[src/design/gda_pkg.sv]
package gda_pkg;

    localparam int unsigned DAY_W   = 5;
    localparam int unsigned MONTH_W = 4;
    localparam int unsigned YEAR_W  = 14;
    localparam int unsigned ADD_W   = 15;
    localparam int unsigned REM_W   = 16;

    localparam logic [YEAR_W-1:0]  MAX_YEAR   = 14'd9999;
    localparam logic [YEAR_W-1:0]  YEAR_CYCLE = 14'd400;
    localparam logic [YEAR_W-1:0]  CYCLE_LAST = 14'd399;
    localparam logic [MONTH_W-1:0] MONTH_JAN  = 4'd1;
    localparam logic [MONTH_W-1:0] MONTH_FEB  = 4'd2;
    localparam logic [MONTH_W-1:0] MONTH_DEC  = 4'd12;

    typedef enum logic [1:0] {
        ST_IDLE,
        ST_MOD,
        ST_WALK,
        ST_DONE
    } gda_state_t;

    typedef struct packed {
        logic [ADD_W-1:0]   day_count;
        logic [YEAR_W-1:0]  start_year;
        logic [MONTH_W-1:0] start_month;
        logic [DAY_W-1:0]   start_day;
    } gda_req_t;

    typedef struct packed {
        logic               year_overflow;
        logic [YEAR_W-1:0]  result_year;
        logic [MONTH_W-1:0] result_month;
        logic [DAY_W-1:0]   result_day;
    } gda_res_t;

    // leap from year mod 400
    function automatic logic is_leap(input logic [YEAR_W-1:0] r);
        logic by100;
        by100 = (r == 14'd100) || (r == 14'd200) || (r == 14'd300);
        return (r == '0) || ((r[1:0] == 2'b00) && !by100);
    endfunction

    function automatic logic [DAY_W-1:0] month_len(input logic [MONTH_W-1:0] m,
                                                   input logic leap);
        logic [DAY_W-1:0] len;
        case (m)
            MONTH_FEB: len = leap ? 5'd29 : 5'd28;
            4'd4:      len = 5'd30;
            4'd6:      len = 5'd30;
            4'd9:      len = 5'd30;
            4'd11:     len = 5'd30;
            default:   len = 5'd31;
        endcase
        return len;
    endfunction

endpackage

[src/design/gda_core.sv]
module gda_core
(
    input  logic              clk,
    input  logic              rst_n,
    input  logic              req_valid,
    input  gda_pkg::gda_req_t req,
    output logic              req_ready,
    output logic              res_valid,
    output gda_pkg::gda_res_t res,
    input  logic              res_ready
);

    gda_pkg::gda_state_t state_reg, state_next;

    logic [gda_pkg::REM_W-1:0]   rem_reg,   rem_next;
    logic [gda_pkg::MONTH_W-1:0] month_reg, month_next;
    logic [gda_pkg::YEAR_W-1:0]  year_reg,  year_next;
    logic [gda_pkg::YEAR_W-1:0]  mod_reg,   mod_next;
    logic                        ovf_reg,   ovf_next;

    logic [gda_pkg::DAY_W-1:0]   day_n;
    logic [gda_pkg::MONTH_W-1:0] month_n;
    logic [gda_pkg::YEAR_W-1:0]  year_n;
    logic [gda_pkg::DAY_W-1:0]   len;
    logic [gda_pkg::REM_W-1:0]   op_a, op_b;
    logic [gda_pkg::REM_W:0]     diff;
    logic                        a_le_b;

    always_ff @(posedge clk or negedge rst_n)
    begin
        if (!rst_n)
        begin
            state_reg <= gda_pkg::ST_IDLE;
        end
        else
        begin
            state_reg <= state_next;
        end
    end

    always_ff @(posedge clk)
    begin
        rem_reg   <= rem_next;
        month_reg <= month_next;
        year_reg  <= year_next;
        mod_reg   <= mod_next;
        ovf_reg   <= ovf_next;
    end

    // input clean-up
    always_comb
    begin
        day_n   = (req.start_day == '0) ? 5'd1 : req.start_day;
        month_n = req.start_month;
        if (req.start_month == '0)
        begin
            month_n = gda_pkg::MONTH_JAN;
        end
        else if (req.start_month > gda_pkg::MONTH_DEC)
        begin
            month_n = gda_pkg::MONTH_DEC;
        end
        year_n  = (req.start_year == '0) ? 14'd1 : req.start_year;
    end

    // shared subtractor: year reduction by 400, then month lengths off the count
    assign len    = gda_pkg::month_len(month_reg, gda_pkg::is_leap(mod_reg));
    assign op_a   = (state_reg == gda_pkg::ST_MOD) ? {2'b00, mod_reg} : rem_reg;
    assign op_b   = (state_reg == gda_pkg::ST_MOD) ? {2'b00, gda_pkg::YEAR_CYCLE}
                                                   : {11'd0, len};
    assign diff   = {1'b0, op_a} - {1'b0, op_b};
    assign a_le_b = diff[gda_pkg::REM_W] || (diff == '0);

    always_comb
    begin
        state_next = state_reg;
        rem_next   = rem_reg;
        month_next = month_reg;
        year_next  = year_reg;
        mod_next   = mod_reg;
        ovf_next   = ovf_reg;
        req_ready  = 1'b0;
        res_valid  = 1'b0;

        case (state_reg)
            gda_pkg::ST_IDLE:
            begin
                req_ready = 1'b1;
                if (req_valid)
                begin
                    rem_next   = {11'd0, day_n} + {1'b0, req.day_count};
                    month_next = month_n;
                    year_next  = year_n;
                    mod_next   = year_n;
                    ovf_next   = (year_n > gda_pkg::MAX_YEAR);
                    state_next = ovf_next ? gda_pkg::ST_DONE : gda_pkg::ST_MOD;
                end
            end
            gda_pkg::ST_MOD:
            begin
                if (diff[gda_pkg::REM_W])
                begin
                    state_next = gda_pkg::ST_WALK;
                end
                else
                begin
                    mod_next = diff[gda_pkg::YEAR_W-1:0];
                end
            end
            gda_pkg::ST_WALK:
            begin
                if (a_le_b)
                begin
                    state_next = gda_pkg::ST_DONE;
                end
                else
                begin
                    rem_next = diff[gda_pkg::REM_W-1:0];
                    if (month_reg == gda_pkg::MONTH_DEC)
                    begin
                        month_next = gda_pkg::MONTH_JAN;
                        year_next  = year_reg + 14'd1;
                        mod_next   = (mod_reg == gda_pkg::CYCLE_LAST) ? '0 : mod_reg + 14'd1;
                        if (year_reg == gda_pkg::MAX_YEAR)
                        begin
                            ovf_next   = 1'b1;
                            state_next = gda_pkg::ST_DONE;
                        end
                    end
                    else
                    begin
                        month_next = month_reg + 4'd1;
                    end
                end
            end
            gda_pkg::ST_DONE:
            begin
                res_valid = 1'b1;
                if (res_ready)
                begin
                    state_next = gda_pkg::ST_IDLE;
                end
            end
            default:
            begin
                state_next = gda_pkg::ST_IDLE;
            end
        endcase
    end

    always_comb
    begin
        if (ovf_reg)
        begin
            res.result_day   = 5'd31;
            res.result_month = gda_pkg::MONTH_DEC;
            res.result_year  = gda_pkg::MAX_YEAR;
        end
        else
        begin
            res.result_day   = rem_reg[gda_pkg::DAY_W-1:0];
            res.result_month = month_reg;
            res.result_year  = year_reg;
        end
        res.year_overflow = ovf_reg;
    end

endmodule

[src/design/gregorian_date_add_days.sv]
// channel | dir | tdata (lsb first)                                    | tuser
// s_      | in  | start_day 5, start_month 4, start_year 14, days 15   | -
// m_      | out | result_day 5, result_month 4, result_year 14         | year_overflow
//
// A request first reduces its year modulo 400 and then walks month lengths off
// the day count, all through one shared subtractor; the month walk dominates.
// rst_n clears the sequencer and the output valid asynchronously.
// A result waits in the output register; the next request may run meanwhile
// and holds in its final state until that register is free.
module gregorian_date_add_days
(
    input  logic        clk,
    input  logic        rst_n,
    input  logic        s_tvalid,
    output logic        s_tready,
    input  logic [39:0] s_tdata,  // start_day, start_month, start_year, day_count, pad
    output logic        m_tvalid,
    input  logic        m_tready,
    output logic [23:0] m_tdata,  // result_day, result_month, result_year, pad
    output logic [0:0]  m_tuser   // year_overflow
);

    gda_pkg::gda_req_t req;
    gda_pkg::gda_res_t res;
    logic              res_valid;
    logic              res_ready;

    logic              m_tvalid_reg, m_tvalid_next;
    gda_pkg::gda_res_t out_reg;

    assign req = s_tdata[37:0];

    gda_core u_core
    (
        .clk       (clk),
        .rst_n     (rst_n),
        .req_valid (s_tvalid),
        .req       (req),
        .req_ready (s_tready),
        .res_valid (res_valid),
        .res       (res),
        .res_ready (res_ready)
    );

    assign res_ready = !m_tvalid_reg || m_tready;

    always_comb
    begin
        m_tvalid_next = m_tvalid_reg;
        if (res_valid && res_ready)
        begin
            m_tvalid_next = 1'b1;
        end
        else if (m_tready)
        begin
            m_tvalid_next = 1'b0;
        end
    end

    always_ff @(posedge clk or negedge rst_n)
    begin
        if (!rst_n)
        begin
            m_tvalid_reg <= 1'b0;
        end
        else
        begin
            m_tvalid_reg <= m_tvalid_next;
        end
    end

    always_ff @(posedge clk)
    begin
        if (res_valid && res_ready)
        begin
            out_reg <= res;
        end
    end

    assign m_tvalid = m_tvalid_reg;
    assign m_tdata  = {1'b0, out_reg.result_year, out_reg.result_month, out_reg.result_day};
    assign m_tuser  = out_reg.year_overflow;

endmodule

[config.mk]
export PLATFORM = sky130hd
export DESIGN_NAME = gregorian_date_add_days
export DESIGN_NICKNAME = d
export VERILOG_FILES = /design/src/design/gda_pkg.sv /design/src/design/gda_core.sv /design/src/design/gregorian_date_add_days.sv
export SDC_FILE = /design/constraint.sdc
export NUM_CORES = 1
export LEC_CHECK = 0
export ABC_AREA = 0
export ABC_CLOCK_PERIOD_IN_PS = 5900
export BUFFER_PORTS_ARGS = -buffer_cell sky130_fd_sc_hd__clkbuf_2
export CAP_MARGIN = 20
export CORE_UTILIZATION = 59
export DETAILED_ROUTE_END_ITERATION = 8
export PLACE_DENSITY = 0.81
export SLEW_MARGIN = 20
export SYNTH_ARGS = -nofsm -noshare
export SYNTH_HDL_FRONTEND = slang
export SYNTH_SLANG_ARGS = --single-unit
[constraint.sdc]
create_clock -name clk -period 5.9 [get_ports clk]
set_input_delay 1.18 -clock clk [delete_from_list [all_inputs] [get_ports clk]]
set_output_delay 1.18 -clock clk [all_outputs]
set_load 0.02 [all_outputs]
==> results of run 1 <==
==> cells in the mapped netlist (3+ instances only) <==
cell / count
sky130_fd_sc_hd__nand2b_1: 8
sky130_fd_sc_hd__a31oi_1: 4
sky130_fd_sc_hd__nor3_1: 15
sky130_fd_sc_hd__buf_2: 7
sky130_fd_sc_hd__and3_1: 8
sky130_fd_sc_hd__mux2_2: 4
sky130_fd_sc_hd__nand4_1: 10
sky130_fd_sc_hd__ha_1: 18
sky130_fd_sc_hd__dfrtp_1: 3
sky130_fd_sc_hd__o21ai_1: 6
sky130_fd_sc_hd__nand3_1: 17
sky130_fd_sc_hd__nand3b_1: 3
sky130_fd_sc_hd__or2_2: 16
sky130_fd_sc_hd__o21ai_0: 24
sky130_fd_sc_hd__edfxtp_1: 73
sky130_fd_sc_hd__nor2_1: 52
sky130_fd_sc_hd__nor4_1: 6
sky130_fd_sc_hd__xor2_1: 21
sky130_fd_sc_hd__mux2i_1: 15
sky130_fd_sc_hd__buf_4: 3
sky130_fd_sc_hd__and2_1: 3
sky130_fd_sc_hd__nor3b_1: 3
sky130_fd_sc_hd__o31ai_1: 4
sky130_fd_sc_hd__a21oi_1: 45
sky130_fd_sc_hd__clkbuf_1: 20
sky130_fd_sc_hd__inv_1: 22
sky130_fd_sc_hd__a211oi_1: 6
sky130_fd_sc_hd__xnor2_1: 23
sky130_fd_sc_hd__nor4_2: 4
sky130_fd_sc_hd__nor2b_1: 21
sky130_fd_sc_hd__a22oi_1: 9
sky130_fd_sc_hd__nand2_1: 36
==> cell usage in the layout (no fill, tap or decap), drive strengths merged, types with 16 or more instances in the layout <==
cell type | synthesis | routed
clkbuf | 20 | 76
edfxtp | 73 | 73
nor2 | 52 | 52
a21oi | 46 | 46
nand2 | 36 | 36
o21ai | 30 | 30
inv | 23 | 27
xnor2 | 23 | 23
nor2b | 21 | 21
xor2 | 21 | 21
or2 | 18 | 18
ha | 18 | 18
nand3 | 17 | 17
nor3 | 17 | 17
mux2i | 16 | 16
==> metal layers <==
metal,GRT usage,part of all wire
met5,0,0
met4,0.1056,0.025
met3,0.05082,0.058
met2,0.4816,0.49
met1,0.3630,0.43
==> cell type report <==
class,count,area (µm²)
Sequential cell,76,2267
Tap cell,108,135.1
Inverter,24,90.09
Clock buffer,9,123.9
Fill cell,721,2828
Timing Repair Buffer,72,372.9
Multi-Input combinational cell,434,2967
Clock inverter,7,65.06
==> logic make-up after synthesis <==
kind of cell | synth area share
compound gates | 0.1644
xor+xnor | 0.07034
fa+ha+maj | 0.04841
buf+inv | 0.04613
flops | 0.4138
mux | 0.03973
other cells | 0.0006844
simple gates | 0.2165
==> worst min path at each step <==
stage,start,endpoint,slack (ps),depth (start not counted)
after CTS,m_tvalid,m_tvalid,550,2
after global placement,m_tvalid,m_tvalid,500,2
after global routing,rst_n,m_tvalid,590,1
final,m_tvalid,m_tvalid,540,2
after detailed placement,m_tvalid,m_tvalid,520,2
after floorplan,u_core.rem_reg[1],m_tdata[1],510,1
==> worst min-delay path, delay by kind of cell, from the launching register on <==
family / cells / cell delay, ps
flip-flops: 1 / 370
AND/OR/NAND/NOR: 2 / 140
==> metrics by stage <==
step	power [W]	instances	area [µm²]	hold slack, ps	setup WS, ps
floorplan	0.002956	568	5479	505.7	600.3
global placement	0.003424	714	5829	502.6	1331
detailed placement	0.003498	714	5829	520.0	1295
CTS	0.003905	730	6018	545.3	1257
global route	0.004205	730	6021	586.7	927.5
finish	0.003927	730	6021	539.0	1234
==> report_power, final <==
| part | switching (W) | internal [W] | total [W] |
|---|---|---|---|
| clock | 0.000232 | 0.000163 | 0.000396 |
| sequential | 0.000352 | 0.00103 | 0.00138 |
| combinational | 0.00131 | 0.000842 | 0.00215 |
| total | 0.00189 | 0.00204 | 0.00393 |
==> flow_results.xml, run 1 <==
<?xml version="1.0" encoding="UTF-8"?>
<metrics>
  <group name="run_status">
    <metric name="outcome" unit="">finished, violations left</metric>
    <metric name="violations" unit="">design-rule violations</metric>
  </group>
  <group name="cts">
    <metric name="clk-insertion-delay-late" unit="ps">360</metric>
    <metric name="clock-sinks" unit="">76</metric>
    <metric name="cts_tree" unit="">built</metric>
    <metric name="maximum_buffer_depth_of_the_clock_tree" unit="">2</metric>
    <metric name="clkTransAtPathRegs" unit="ps">90</metric>
    <metric name="total_clock_buffers_created_by_cts" unit="">9</metric>
    <metric name="post_cts_hold_buffer_count" unit="">0</metric>
    <metric name="cts_repair_resize_count" unit="">0</metric>
    <metric name="post_cts_buffers" unit="">0</metric>
    <metric name="clock_tree.htree_level_count" unit="">3</metric>
    <metric name="clock-root-buffer" unit="">sky130_fd_sc_hd__clkbuf_8</metric>
  </group>
  <group name="logic_synthesis">
    <metric name="ys_dominant_reg_cell" unit="">sky130_fd_sc_hd__edfxtp_1</metric>
    <metric name="synth_area" unit="µm²">5479</metric>
    <metric name="synth_area_per_cell" unit="µm²">9.646</metric>
    <metric name="ys_top_cells_by_area" unit="">sky130_fd_sc_hd__edfxtp_1 40%, sky130_fd_sc_hd__a21oi_1 4.1%, sky130_fd_sc_hd__ha_1 4.1%</metric>
    <metric name="synth.top_cell.area_share" unit="">0.4001</metric>
    <metric name="synthesis.instances" unit="">568</metric>
    <metric name="yosys_warnings" unit="">0</metric>
    <metric name="synth-seq-cells" unit="">76</metric>
    <metric name="yosys.cell_types.count" unit="">75</metric>
    <metric name="synth_sequential_area_ratio" unit="">0.4138</metric>
    <metric name="asyncSetResetFlopFracSynth" unit="">0.03947</metric>
    <metric name="synthDominantAreaCellType" unit="">sky130_fd_sc_hd__edfxtp_1</metric>
    <metric name="syn_nets" unit="">632</metric>
    <metric name="synth_edf_count" unit="">73</metric>
  </group>
  <group name="drt">
    <metric name="drc_errors" unit="">5</metric>
    <metric name="detailedRoute.firstPassIterationCount" unit="">9</metric>
    <metric name="drt_first_iter_violations" unit="">337</metric>
    <metric name="ant_nets" unit="">0</metric>
    <metric name="drt_wl_total" unit="mm">12.97</metric>
    <metric name="route.vias.total" unit="">4489</metric>
    <metric name="route.detailed.wl_per_inst" unit="µm">17.77</metric>
    <metric name="route.detailed.vias_per_inst" unit="">6.149</metric>
  </group>
  <group name="critical_path">
    <metric name="cp_data_arrival_time" unit="ps">4720</metric>
    <metric name="r2r_slack" unit="ps">1230</metric>
    <metric name="endpoint" unit="">u_core.mod_reg[4]</metric>
    <metric name="path_depth" unit="">17</metric>
    <metric name="cp_slowest_cell" unit="">sky130_fd_sc_hd__edfxtp_1</metric>
    <metric name="rr_endpoint" unit="">u_core.mod_reg[4]</metric>
    <metric name="crit_buf_inv" unit="">1</metric>
    <metric name="timing.critical_path.required" unit="ps">5960</metric>
    <metric name="type_of_origin_of_the_critical_path" unit="">flop</metric>
    <metric name="critical-path-top-delay-family" unit="">compound AO/OA/AOI/OAI gates</metric>
    <metric name="worstSetupEndpointType" unit="">flop</metric>
    <metric name="cp_slowest_stage_delay" unit="ps">560</metric>
    <metric name="worstReg2RegStart" unit="">u_core.mod_reg[9]</metric>
    <metric name="critical_path_origin" unit="">u_core.mod_reg[9]</metric>
    <metric name="worst-setup-path-type" unit="">flop to flop</metric>
    <metric name="worst-r2r-cell-count" unit="">17</metric>
    <metric name="path_max_fanout" unit="">14</metric>
    <metric name="worstPathCellList" unit="">nor4_1 &gt; nand2_1 &gt; nor2_1 &gt; o21ai_0 &gt; a31oi_1 &gt; nor3_1 &gt; ha_1 &gt; fa_1 &gt; a211o_1 &gt; a21oi_1 &gt; nor2_1 &gt; xnor2_1 &gt; nor3_2 &gt; a31oi_4 &gt; a21oi_1 &gt; a2111oi_2 &gt; buf_4</metric>
  </group>
  <group name="sta">
    <metric name="final-hold-violation-count" unit="">0</metric>
    <metric name="setup_tns_after_final_layout" unit="ps">0</metric>
    <metric name="setup_repair_after_global_routing_missed_its_margin" unit="">no</metric>
    <metric name="slew_headroom" unit="">0.3670</metric>
    <metric name="final.period_utilization" unit="">0.7908</metric>
    <metric name="clock.fmax" unit="MHz">214.3</metric>
    <metric name="finalCriticalPeriod" unit="ps">4666</metric>
    <metric name="finalSetupViolCount" unit="">0</metric>
    <metric name="timing.clock.skew" unit="ps">9.788</metric>
    <metric name="report.final.slew_viol_count" unit="">0</metric>
    <metric name="max_slew.worst_pin.slew" unit="ps">949.5</metric>
  </group>
  <group name="cells_and_area">
    <metric name="fin_util" unit="">0.6804</metric>
    <metric name="num-nets-final" unit="">681</metric>
    <metric name="antenna-diode-count" unit="">0</metric>
    <metric name="area.growth.synth_to_final" unit="%">9.888</metric>
    <metric name="largest_reg_flops" unit="">23</metric>
    <metric name="post_route_cells_drive_above_1_share" unit="">0.2122</metric>
  </group>
  <group name="grt">
    <metric name="grt_pass1_vias" unit="">4372</metric>
    <metric name="antenna_found_initial" unit="">0</metric>
    <metric name="globalRouteTotalUtil" unit="">0.2838</metric>
    <metric name="grt_pass1_wl" unit="mm">21.49</metric>
    <metric name="grt_start_max_net_pins" unit="">70</metric>
    <metric name="grt.overflow.total" unit="">0</metric>
  </group>
  <group name="die">
    <metric name="pin_count" unit="">71</metric>
    <metric name="placement_rows" unit="">34</metric>
    <metric name="starting_density" unit="">0.6192</metric>
    <metric name="die_span_y" unit="µm">98.37</metric>
    <metric name="floorplan_die_area" unit="µm²">9676</metric>
    <metric name="core_area" unit="µm²">8848</metric>
    <metric name="die-width" unit="µm">98.37</metric>
  </group>
  <group name="job">
    <metric name="drv_cap" unit="">0</metric>
  </group>
  <group name="power_and_ir_drop">
    <metric name="power.leakage" unit="nW">2.251</metric>
    <metric name="irDropWorstVdd" unit="V">0.0003264</metric>
    <metric name="power-per-cell-area" unit="nW/µm²">652.3</metric>
  </group>
  <group name="hold_path">
    <metric name="hp-class" unit="">flop to flop</metric>
  </group>
  <group name="placed_design">
    <metric name="port-buffer-count" unit="">67</metric>
    <metric name="dpl.hpwl" unit="mm">9.480</metric>
    <metric name="gpl.final_weighted_congestion" unit="">0.9017</metric>
  </group>
</metrics>
Power figures use the tool's default switching activity.
==> inputs of run 2 (changes only) <==
--- a/config.mk
+++ b/config.mk
@@ -5,13 +5,13 @@
 export SDC_FILE = /design/constraint.sdc
 export NUM_CORES = 1
 export LEC_CHECK = 0
-export ABC_AREA = 0
-export ABC_CLOCK_PERIOD_IN_PS = 5900
+export ABC_AREA = 1
+export ABC_CLOCK_PERIOD_IN_PS = 3860
 export BUFFER_PORTS_ARGS = -buffer_cell sky130_fd_sc_hd__clkbuf_2
 export CAP_MARGIN = 20
-export CORE_UTILIZATION = 59
+export CORE_UTILIZATION = 53
 export DETAILED_ROUTE_END_ITERATION = 8
-export PLACE_DENSITY = 0.81
+export PLACE_DENSITY = 0.77
 export SLEW_MARGIN = 20
 export SYNTH_ARGS = -nofsm -noshare
 export SYNTH_HDL_FRONTEND = slang
==> constraint.sdc (replaced) <==
create_clock -name clk -period 3.86 [get_ports clk]
set_input_delay 0.772 -clock clk [delete_from_list [all_inputs] [get_ports clk]]
set_output_delay 0.772 -clock clk [all_outputs]
set_load 0.02 [all_outputs]
==> run 2 against run 1 <==
The run now ends clean; worst setup slack got worse by 980 ps; count of clock-buffer cells in the layout increased by 1; die area increased by 9.6%; routed wire length increased by 3.8%; cell count increased by 33%; combinational power increased by 90%; critical path depth increased by 6; clock skew increased by 2.7 ps; first-iteration DRC count decreased by 18%; register-to-register slack got worse by 980 ps; non-clock buffer count increased by 45; sequential share of layout area decreased by 2.6 points.
==> flow_results.xml, run 2 <==
<?xml version="1.0" encoding="UTF-8"?>
<metrics>
  <group name="die">
    <metric name="floorplan_die_area" unit="µm²">10600</metric>
    <metric name="starting_density" unit="">0.5503</metric>
    <metric name="placement_rows" unit="">36</metric>
    <metric name="core_area" unit="µm²">9819</metric>
    <metric name="pin_count" unit="">71</metric>
    <metric name="die-width" unit="µm">103.0</metric>
    <metric name="die_span_y" unit="µm">103.0</metric>
  </group>
  <group name="drt">
    <metric name="route.detailed.vias_per_inst" unit="">5.182</metric>
    <metric name="ant_nets" unit="">0</metric>
    <metric name="drc_errors" unit="">0</metric>
    <metric name="route.detailed.wl_per_inst" unit="µm">13.87</metric>
    <metric name="route.vias.total" unit="">5032</metric>
    <metric name="drt_wl_total" unit="mm">13.47</metric>
    <metric name="detailedRoute.firstPassIterationCount" unit="">5</metric>
    <metric name="drt_first_iter_violations" unit="">278</metric>
  </group>
  <group name="logic_synthesis">
    <metric name="synth_area_per_cell" unit="µm²">7.433</metric>
    <metric name="synthDominantAreaCellType" unit="">sky130_fd_sc_hd__edfxtp_1</metric>
    <metric name="ys_top_cells_by_area" unit="">sky130_fd_sc_hd__edfxtp_1 41%, sky130_fd_sc_hd__nand2_1 14%, sky130_fd_sc_hd__inv_1 7.8%</metric>
    <metric name="synth_area" unit="µm²">5404</metric>
    <metric name="synth_edf_count" unit="">73</metric>
    <metric name="yosysMostFrequentCell" unit="">sky130_fd_sc_hd__nand2_1</metric>
    <metric name="synth_sequential_area_ratio" unit="">0.4195</metric>
    <metric name="synth.cells.most_frequent" unit="">197 x sky130_fd_sc_hd__nand2_1, 112 x sky130_fd_sc_hd__inv_1, 85 x sky130_fd_sc_hd__nor2_1, 73 x sky130_fd_sc_hd__edfxtp_1, 51 x sky130_fd_sc_hd__nand3_1</metric>
    <metric name="yosys.cell_types.count" unit="">43</metric>
    <metric name="synthesis.instances" unit="">727</metric>
    <metric name="yosys_warnings" unit="">0</metric>
    <metric name="synth.top_cell.area_share" unit="">0.4056</metric>
    <metric name="asyncSetResetFlopFracSynth" unit="">0.03947</metric>
    <metric name="syn_nets" unit="">791</metric>
    <metric name="ys_dominant_reg_cell" unit="">sky130_fd_sc_hd__edfxtp_1</metric>
    <metric name="synth-seq-cells" unit="">76</metric>
  </group>
  <group name="critical_path">
    <metric name="cp_data_arrival_time" unit="ps">3720</metric>
    <metric name="path_max_fanout" unit="">20</metric>
    <metric name="endpoint" unit="">u_core.rem_reg[8]</metric>
    <metric name="worstReg2RegStart" unit="">u_core.month_reg[0]</metric>
    <metric name="type_of_origin_of_the_critical_path" unit="">flop</metric>
    <metric name="worstSetupEndpointType" unit="">flop</metric>
    <metric name="worst-r2r-cell-count" unit="">23</metric>
    <metric name="critical_path_origin" unit="">u_core.month_reg[0]</metric>
    <metric name="r2r_slack" unit="ps">250</metric>
    <metric name="rr_endpoint" unit="">u_core.rem_reg[8]</metric>
    <metric name="timing.critical_path.required" unit="ps">3980</metric>
    <metric name="worst-setup-path-type" unit="">flop to flop</metric>
  </group>
  <group name="sta">
    <metric name="finalSetupViolCount" unit="">0</metric>
    <metric name="max_slew.worst_pin.slew" unit="ps">893.1</metric>
    <metric name="report.final.slew_viol_count" unit="">0</metric>
    <metric name="final.period_utilization" unit="">0.9343</metric>
    <metric name="finalCriticalPeriod" unit="ps">3606</metric>
    <metric name="final-hold-violation-count" unit="">0</metric>
    <metric name="slew_headroom" unit="">0.4046</metric>
    <metric name="clock.fmax" unit="MHz">277.3</metric>
    <metric name="timing.clock.skew" unit="ps">12.49</metric>
    <metric name="setup_repair_after_global_routing_missed_its_margin" unit="">no</metric>
  </group>
  <group name="power_and_ir_drop">
    <metric name="part_of_the_power_in_combinational_logic" unit="">0.639</metric>
    <metric name="swShare" unit="">0.4840</metric>
    <metric name="total_power" unit="W">0.006378</metric>
    <metric name="pwr-share-seq" unit="">0.272</metric>
    <metric name="irDropWorstVdd" unit="V">0.0004268</metric>
    <metric name="power.leakage" unit="nW">3.106</metric>
    <metric name="power_frac_clock" unit="">0.089</metric>
    <metric name="power-per-cell-area" unit="nW/µm²">987.1</metric>
    <metric name="power_report.internal_total" unit="W">0.003291</metric>
    <metric name="total_switching_power" unit="W">0.003087</metric>
  </group>
  <group name="cells_and_area">
    <metric name="antenna-diode-count" unit="">0</metric>
    <metric name="area.growth.synth_to_final" unit="%">19.56</metric>
    <metric name="post_route_cells_drive_above_1_share" unit="">0.2148</metric>
    <metric name="register_area" unit="µm²">2267</metric>
    <metric name="multiInputGateArea" unit="µm²">2645</metric>
    <metric name="num-nets-final" unit="">897</metric>
    <metric name="finalNonFillerCells" unit="">971</metric>
    <metric name="largest_reg_flops" unit="">23</metric>
    <metric name="mostFrequentLayoutCells" unit="">194 x sky130_fd_sc_hd__nand2_1, 110 x sky130_fd_sc_hd__inv_1, 81 x sky130_fd_sc_hd__nor2_1, 73 x sky130_fd_sc_hd__edfxtp_1, 67 x sky130_fd_sc_hd__clkbuf_2</metric>
    <metric name="layout.filler_cells" unit="">891</metric>
    <metric name="final_common_cell" unit="">sky130_fd_sc_hd__nand2_1</metric>
  </group>
  <group name="cts">
    <metric name="total_clock_buffers_created_by_cts" unit="">9</metric>
    <metric name="clk-insertion-delay-late" unit="ps">360</metric>
    <metric name="cts_tree" unit="">built</metric>
    <metric name="post_cts_hold_buffer_count" unit="">0</metric>
    <metric name="clock-sinks" unit="">76</metric>
    <metric name="maximum_buffer_depth_of_the_clock_tree" unit="">2</metric>
    <metric name="clkTransAtPathRegs" unit="ps">90</metric>
    <metric name="clock-root-buffer" unit="">sky130_fd_sc_hd__clkbuf_8</metric>
    <metric name="clock_tree.htree_level_count" unit="">3</metric>
  </group>
  <group name="placed_design">
    <metric name="gpl.final_weighted_congestion" unit="">0.9043</metric>
    <metric name="dpl.cell_count" unit="">953</metric>
    <metric name="port-buffer-count" unit="">67</metric>
    <metric name="dpl.hpwl" unit="mm">10.47</metric>
  </group>
  <group name="grt">
    <metric name="grt_start_max_net_pins" unit="">39</metric>
    <metric name="grt.overflow.total" unit="">0</metric>
    <metric name="grt_pass1_wl" unit="mm">21.76</metric>
    <metric name="globalRouteTotalUtil" unit="">0.2702</metric>
    <metric name="grt_pass1_vias" unit="">4775</metric>
    <metric name="antenna_found_initial" unit="">0</metric>
  </group>
  <group name="job">
    <metric name="drv_cap" unit="">0</metric>
  </group>
  <group name="hold_path">
    <metric name="hp-class" unit="">input port to async pin</metric>
  </group>
  <group name="run_status">
    <metric name="outcome" unit="">complete, no violations</metric>
  </group>
</metrics>
-- run 2: cell count changes after synthesis, sizes merged, moves of 30 or more --
cell / delta
nand2: +171
inv: +96
nor2: +40
nand3: +37
a21oi: -30
-- run 2: layout make-up --
type | instances | share of cell area
inverter | 119 | 0.06913
clock inverter | 6 | 0.007359
multi-input combinational | 510 | 0.4094
clock buffer | 10 | 0.01975
timing repair buffer | 117 | 0.1177
sequential | 76 | 0.3509
tap | 133 | 0.02576
-- run 2: cells by family (layout without fill, tap and decap cells) --
logic type	Yosys count	in the layout	synth area share
fa+ha+maj	20	20	0.04909
compound gates	95	95	0.1035
buf+inv	141	252	0.1021
mux	1	1	0.001852
flops	76	76	0.4195
other cells	1	1	0.0006939
simple gates	376	376	0.2957
xor+xnor	17	17	0.02755
-- run 2: metal layers --
metal | global-route usage | vias to the layer above | routed length, µm
met5 | 0 | - | 0
met4 | 0.09101 | 0 | 263
met3 | 0.04542 | 21 | 754
met2 | 0.4805 | 175 | 6701
met1 | 0.3315 | 2262 | 5751
li1 | - | 2574 | -
-- run 2: critical path, cell delays in order, from the launching register on --
cell and delay (ps):
sky130_fd_sc_hd__edfxtp_1 430, sky130_fd_sc_hd__inv_2 100, sky130_fd_sc_hd__ha_2 180, sky130_fd_sc_hd__o21ai_0 70, sky130_fd_sc_hd__a22oi_1 200, sky130_fd_sc_hd__buf_4 180
sky130_fd_sc_hd__nor3_2 50, sky130_fd_sc_hd__ha_2 180, sky130_fd_sc_hd__fa_2 350, sky130_fd_sc_hd__inv_2 80, sky130_fd_sc_hd__nand3_2 110, sky130_fd_sc_hd__o21bai_4 200
sky130_fd_sc_hd__nand3_2 100, sky130_fd_sc_hd__nand3_1 100, sky130_fd_sc_hd__nand2_1 80, sky130_fd_sc_hd__nand2_1 110, sky130_fd_sc_hd__nand2_1 70, sky130_fd_sc_hd__nor2_2 90
sky130_fd_sc_hd__nand3_2 100, sky130_fd_sc_hd__nand2_1 90, sky130_fd_sc_hd__nand2_1 80, sky130_fd_sc_hd__nand3_2 140, sky130_fd_sc_hd__inv_1 80, sky130_fd_sc_hd__buf_12 170
-- run 2: power by group through the flow --
stage | clock network [W] | logic, W | registers, W
6_report | 0.000569 | 0.00408 | 0.00173
5_1_grt | 0.000601 | 0.00452 | 0.00178
4_1_cts | 0.000570 | 0.00390 | 0.00172
3_5_place_dp | 0 | 0.00385 | 0.00175
3_3_place_gp | 0 | 0.00376 | 0.00172
2_1_floorplan | 0 | 0.00242 | 0.00180
-- run 2: how the worst min path moves through the flow --
| stage | slack, ps | cells after the start | startpoint | to |
|---|---|---|---|---|
| 2_1_floorplan | 420 | 0 | u_core.ovf_reg | m_tuser |
| 3_3_place_gp | 500 | 2 | u_core.rem_reg[0] | m_tdata[0] |
| 6_report | 180 | 1 | rst_n | m_tvalid |
| 5_1_grt | 180 | 1 | rst_n | m_tvalid |
| 3_5_place_dp | 510 | 2 | u_core.rem_reg[2] | m_tdata[2] |
| 4_1_cts | 180 | 1 | rst_n | m_tvalid |
-- run 2: timing repair --
item / 4_1_cts / 5_1_grt
setup buffers: 1 / 2
pin swaps: 1 / 5
endpoints found under the setup margin: 27 / 49
resized for setup: 1 / 15
-- run 2: per-stage QoR --
stage | hold slack [ps] | TNS, ps | utilization | area (µm²) | setup slack (ps)
after floorplan | 424.4 | 0 | - | 5409 | 68.22
after global placement | 498.2 | -994.4 | 0.6321 | 6207 | -71.79
after detailed placement | 510.0 | -2379 | 0.6321 | 6207 | -170.8
after CTS | 183.0 | 0 | 0.6512 | 6395 | 7.257
after global routing | 183.7 | 0 | 0.6580 | 6461 | 19.85
final | 184.2 | 0 | 0.6580 | 6461 | 253.6
==> inputs of run 3 (changes only) <==
--- a/config.mk
+++ b/config.mk
@@ -6,7 +6,7 @@
 export NUM_CORES = 1
 export LEC_CHECK = 0
 export ABC_AREA = 1
-export ABC_CLOCK_PERIOD_IN_PS = 3860
+export ABC_CLOCK_PERIOD_IN_PS = 3100
 export BUFFER_PORTS_ARGS = -buffer_cell sky130_fd_sc_hd__clkbuf_2
 export CAP_MARGIN = 20
 export CORE_UTILIZATION = 53
==> constraint.sdc (replaced) <==
create_clock -name clk -period 3.1 [get_ports clk]
set_input_delay 0.62 -clock clk [delete_from_list [all_inputs] [get_ports clk]]
set_output_delay 0.62 -clock clk [all_outputs]
set_load 0.02 [all_outputs]
==> run 3 against run 2 <==
Critical path type unchanged; via count is 9.9% higher; maximum frequency is 0.46% lower; register-to-register slack worse by 780 ps; clock power is 67% higher; the run now ends with negative setup slack left; largest power group unchanged; combinational power is 53% higher; worst setup slack worse by 780 ps; routed wire length is 15% higher; die area stayed put.
==> flow_results.xml, run 3 (synthesized netlist as in run 2, its figures left out) <==
<?xml version="1.0" encoding="UTF-8"?>
<metrics>
  <group name="drt">
    <metric name="drt_first_iter_violations" unit="">387</metric>
    <metric name="route.vias.total" unit="">5529</metric>
    <metric name="route.detailed.vias_per_inst" unit="">5.352</metric>
    <metric name="detailedRoute.firstPassIterationCount" unit="">5</metric>
    <metric name="drt_wl_total" unit="mm">15.43</metric>
    <metric name="ant_nets" unit="">0</metric>
    <metric name="route.detailed.wl_per_inst" unit="µm">14.94</metric>
    <metric name="drc_errors" unit="">0</metric>
  </group>
  <group name="die">
    <metric name="die-width" unit="µm">103.0</metric>
    <metric name="starting_density" unit="">0.5503</metric>
    <metric name="floorplan_die_area" unit="µm²">10600</metric>
    <metric name="core_area" unit="µm²">9819</metric>
    <metric name="placement_rows" unit="">36</metric>
    <metric name="pin_count" unit="">71</metric>
    <metric name="die_span_y" unit="µm">103.0</metric>
  </group>
  <group name="cells_and_area">
    <metric name="antenna-diode-count" unit="">0</metric>
    <metric name="final_common_cell" unit="">sky130_fd_sc_hd__nand2_1</metric>
    <metric name="area.growth.synth_to_final" unit="%">33.16</metric>
    <metric name="post_route_cells_drive_above_1_share" unit="">0.3067</metric>
    <metric name="fin_util" unit="">0.7328</metric>
    <metric name="mostFrequentLayoutCells" unit="">182 x sky130_fd_sc_hd__nand2_1, 104 x sky130_fd_sc_hd__buf_4, 102 x sky130_fd_sc_hd__inv_1, 78 x sky130_fd_sc_hd__nor2_1, 73 x sky130_fd_sc_hd__edfxtp_1</metric>
    <metric name="num-nets-final" unit="">959</metric>
    <metric name="largest_reg_flops" unit="">23</metric>
    <metric name="layout.filler_cells" unit="">762</metric>
    <metric name="finalNonFillerCells" unit="">1033</metric>
  </group>
  <group name="critical_path">
    <metric name="cp_data_arrival_time" unit="ps">3740</metric>
    <metric name="worstSetupEndpointType" unit="">flop</metric>
    <metric name="worstPathCellList" unit="">inv_1 &gt; nand3_2 &gt; nand3b_1 &gt; inv_2 &gt; nand3_2 &gt; a21oi_2 &gt; nor3_2 &gt; ha_2 &gt; fa_2 &gt; inv_2 &gt; nand3_4 &gt; and2_4 &gt; nor2_1 &gt; nand2_1 &gt; nor2_1 &gt; nand3_1 &gt; nor2_2 &gt; nand3_4 &gt; nand2_2 &gt; nand2_4 &gt; nand3_4 &gt; clkinvlp_4 &gt; buf_12</metric>
    <metric name="type_of_origin_of_the_critical_path" unit="">flop</metric>
    <metric name="worst-setup-path-type" unit="">flop to flop</metric>
    <metric name="path_max_fanout" unit="">20</metric>
    <metric name="cp_slowest_stage_delay" unit="ps">430</metric>
    <metric name="critical_path.most_common_cell" unit="">sky130_fd_sc_hd__nand3_4</metric>
    <metric name="timing.critical_path.required" unit="ps">3220</metric>
    <metric name="cp_slowest_cell" unit="">sky130_fd_sc_hd__edfxtp_1</metric>
  </group>
  <group name="grt">
    <metric name="globalRouteTotalUtil" unit="">0.2999</metric>
    <metric name="grt_pass1_vias" unit="">5286</metric>
    <metric name="grt_start_max_net_pins" unit="">39</metric>
    <metric name="grt.overflow.total" unit="">0</metric>
    <metric name="antenna_found_initial" unit="">0</metric>
    <metric name="grt_pass1_wl" unit="mm">24.25</metric>
  </group>
  <group name="sta">
    <metric name="setup_tns_after_final_layout" unit="ps">-24640</metric>
    <metric name="finalSetupViolCount" unit="">51</metric>
    <metric name="worst_slack" unit="ps">-523.1</metric>
    <metric name="slew_headroom" unit="">0.5371</metric>
    <metric name="report.final.slew_viol_count" unit="">0</metric>
    <metric name="final-hold-violation-count" unit="">0</metric>
    <metric name="setup_repair_after_global_routing_missed_its_margin" unit="">yes</metric>
    <metric name="final.period_utilization" unit="">1.169</metric>
    <metric name="max_slew.worst_pin.slew" unit="ps">685.3</metric>
    <metric name="clock.fmax" unit="MHz">276.0</metric>
    <metric name="timing.clock.skew" unit="ps">8.059</metric>
    <metric name="finalCriticalPeriod" unit="ps">3623</metric>
    <metric name="fin_hold_ws" unit="ps">37.33</metric>
  </group>
  <group name="cts">
    <metric name="clock_tree.htree_level_count" unit="">3</metric>
    <metric name="clk-insertion-delay-late" unit="ps">360</metric>
    <metric name="maximum_buffer_depth_of_the_clock_tree" unit="">2</metric>
    <metric name="clock-sinks" unit="">76</metric>
    <metric name="clock-root-buffer" unit="">sky130_fd_sc_hd__clkbuf_8</metric>
    <metric name="cts_tree" unit="">built</metric>
    <metric name="clkTransAtPathRegs" unit="ps">90</metric>
    <metric name="total_clock_buffers_created_by_cts" unit="">9</metric>
  </group>
  <group name="placed_design">
    <metric name="port-buffer-count" unit="">67</metric>
    <metric name="dpl.hpwl" unit="mm">11.24</metric>
    <metric name="dpl.cell_count" unit="">1001</metric>
    <metric name="pre_cts_ws" unit="ps">-575.0</metric>
    <metric name="gpl.final_weighted_congestion" unit="">0.8844</metric>
  </group>
  <group name="power_and_ir_drop">
    <metric name="power-per-cell-area" unit="nW/µm²">1303</metric>
    <metric name="irDropWorstVdd" unit="V">0.0005227</metric>
    <metric name="power.leakage" unit="nW">3.480</metric>
  </group>
  <group name="run_status">
    <metric name="outcome" unit="">finished, violations left</metric>
    <metric name="violations" unit="">negative setup slack</metric>
  </group>
  <group name="job">
    <metric name="drv_cap" unit="">0</metric>
  </group>
  <group name="hold_path">
    <metric name="hp-class" unit="">input port to async pin</metric>
  </group>
</metrics>
## run 3: area by class of cell
class,count,area [µm²],area share
multi-input combinational,510,2814,0.3911
clock inverter,6,112.6,0.01565
inverter,119,450.4,0.06260
sequential,76,2267,0.3151
clock buffer,10,127.6,0.01774
tap,133,166.4,0.02313
timing repair buffer,179,1257,0.1748
## run 3: what timing repair did
item / 4_1_cts / 5_1_grt
cloned: 1 / 0
gates resized for setup: 25 / 28
hold endpoints to repair: 0 / 0
pin swaps: 8 / 8
hold buffers: 0 / 0
setup endpoints to repair: 52 / 60
buffers inserted: 9 / 6
## run 3: worst paths after layout
path / to / start / cells after the start / slack, ps
setup / recovery: u_core.month_reg[2] / u_core.mod_reg[9] / 23 / -520
hold / removal: m_tvalid / rst_n / 1 / 40
setup reg to reg: u_core.month_reg[2] / u_core.mod_reg[9] / 23 / -520
hold reg to reg: m_tdata[1] / u_core.rem_reg[1] / 2 / 520
max in group asynchronous: u_core.state_reg[1] / rst_n / 1 / 2960
min in group clk: m_tdata[1] / u_core.rem_reg[1] / 2 / 520
## run 3: per-stage QoR
| step | area, µm² | total power [W] |
|---|---|---|
| floorplan | 5477 | 0.005376 |
| global placement | 6621 | 0.007435 |
| detailed placement | 6621 | 0.007599 |
| CTS | 7047 | 0.008947 |
| global route | 7196 | 0.01000 |
| finish | 7196 | 0.009375 |
## run 3: power by group
group	switching [W]	leakage [nW]	total (W)	internal, W
sequential	0.000272	0.726	0.00217	0.00190
combinational	0.00363	2.63	0.00625	0.00263
clock	0.000410	0.121	0.000949	0.000539
total	0.00431	3.48	0.00938	0.00507
## run 3: worst max-delay path: cells and delay by family (launching register included)
kind            cells  cell delay, ps
fa+ha+maj           2             580
buf+inv             5             570
flops               1             430
simple gates       15            1600
compound gates      1             160
## run 3: metal layers
| layer | GRT usage | share of wire | vias up |
|---|---|---|---|
| met2 | 0.5415 | 0.51 | 264 |
| met4 | 0.1549 | 0.044 | 0 |
| met3 | 0.04000 | 0.058 | 57 |
| li1 | - | - | 2702 |
| met5 | 0 | 0 | - |
| met1 | 0.3463 | 0.39 | 2506 |
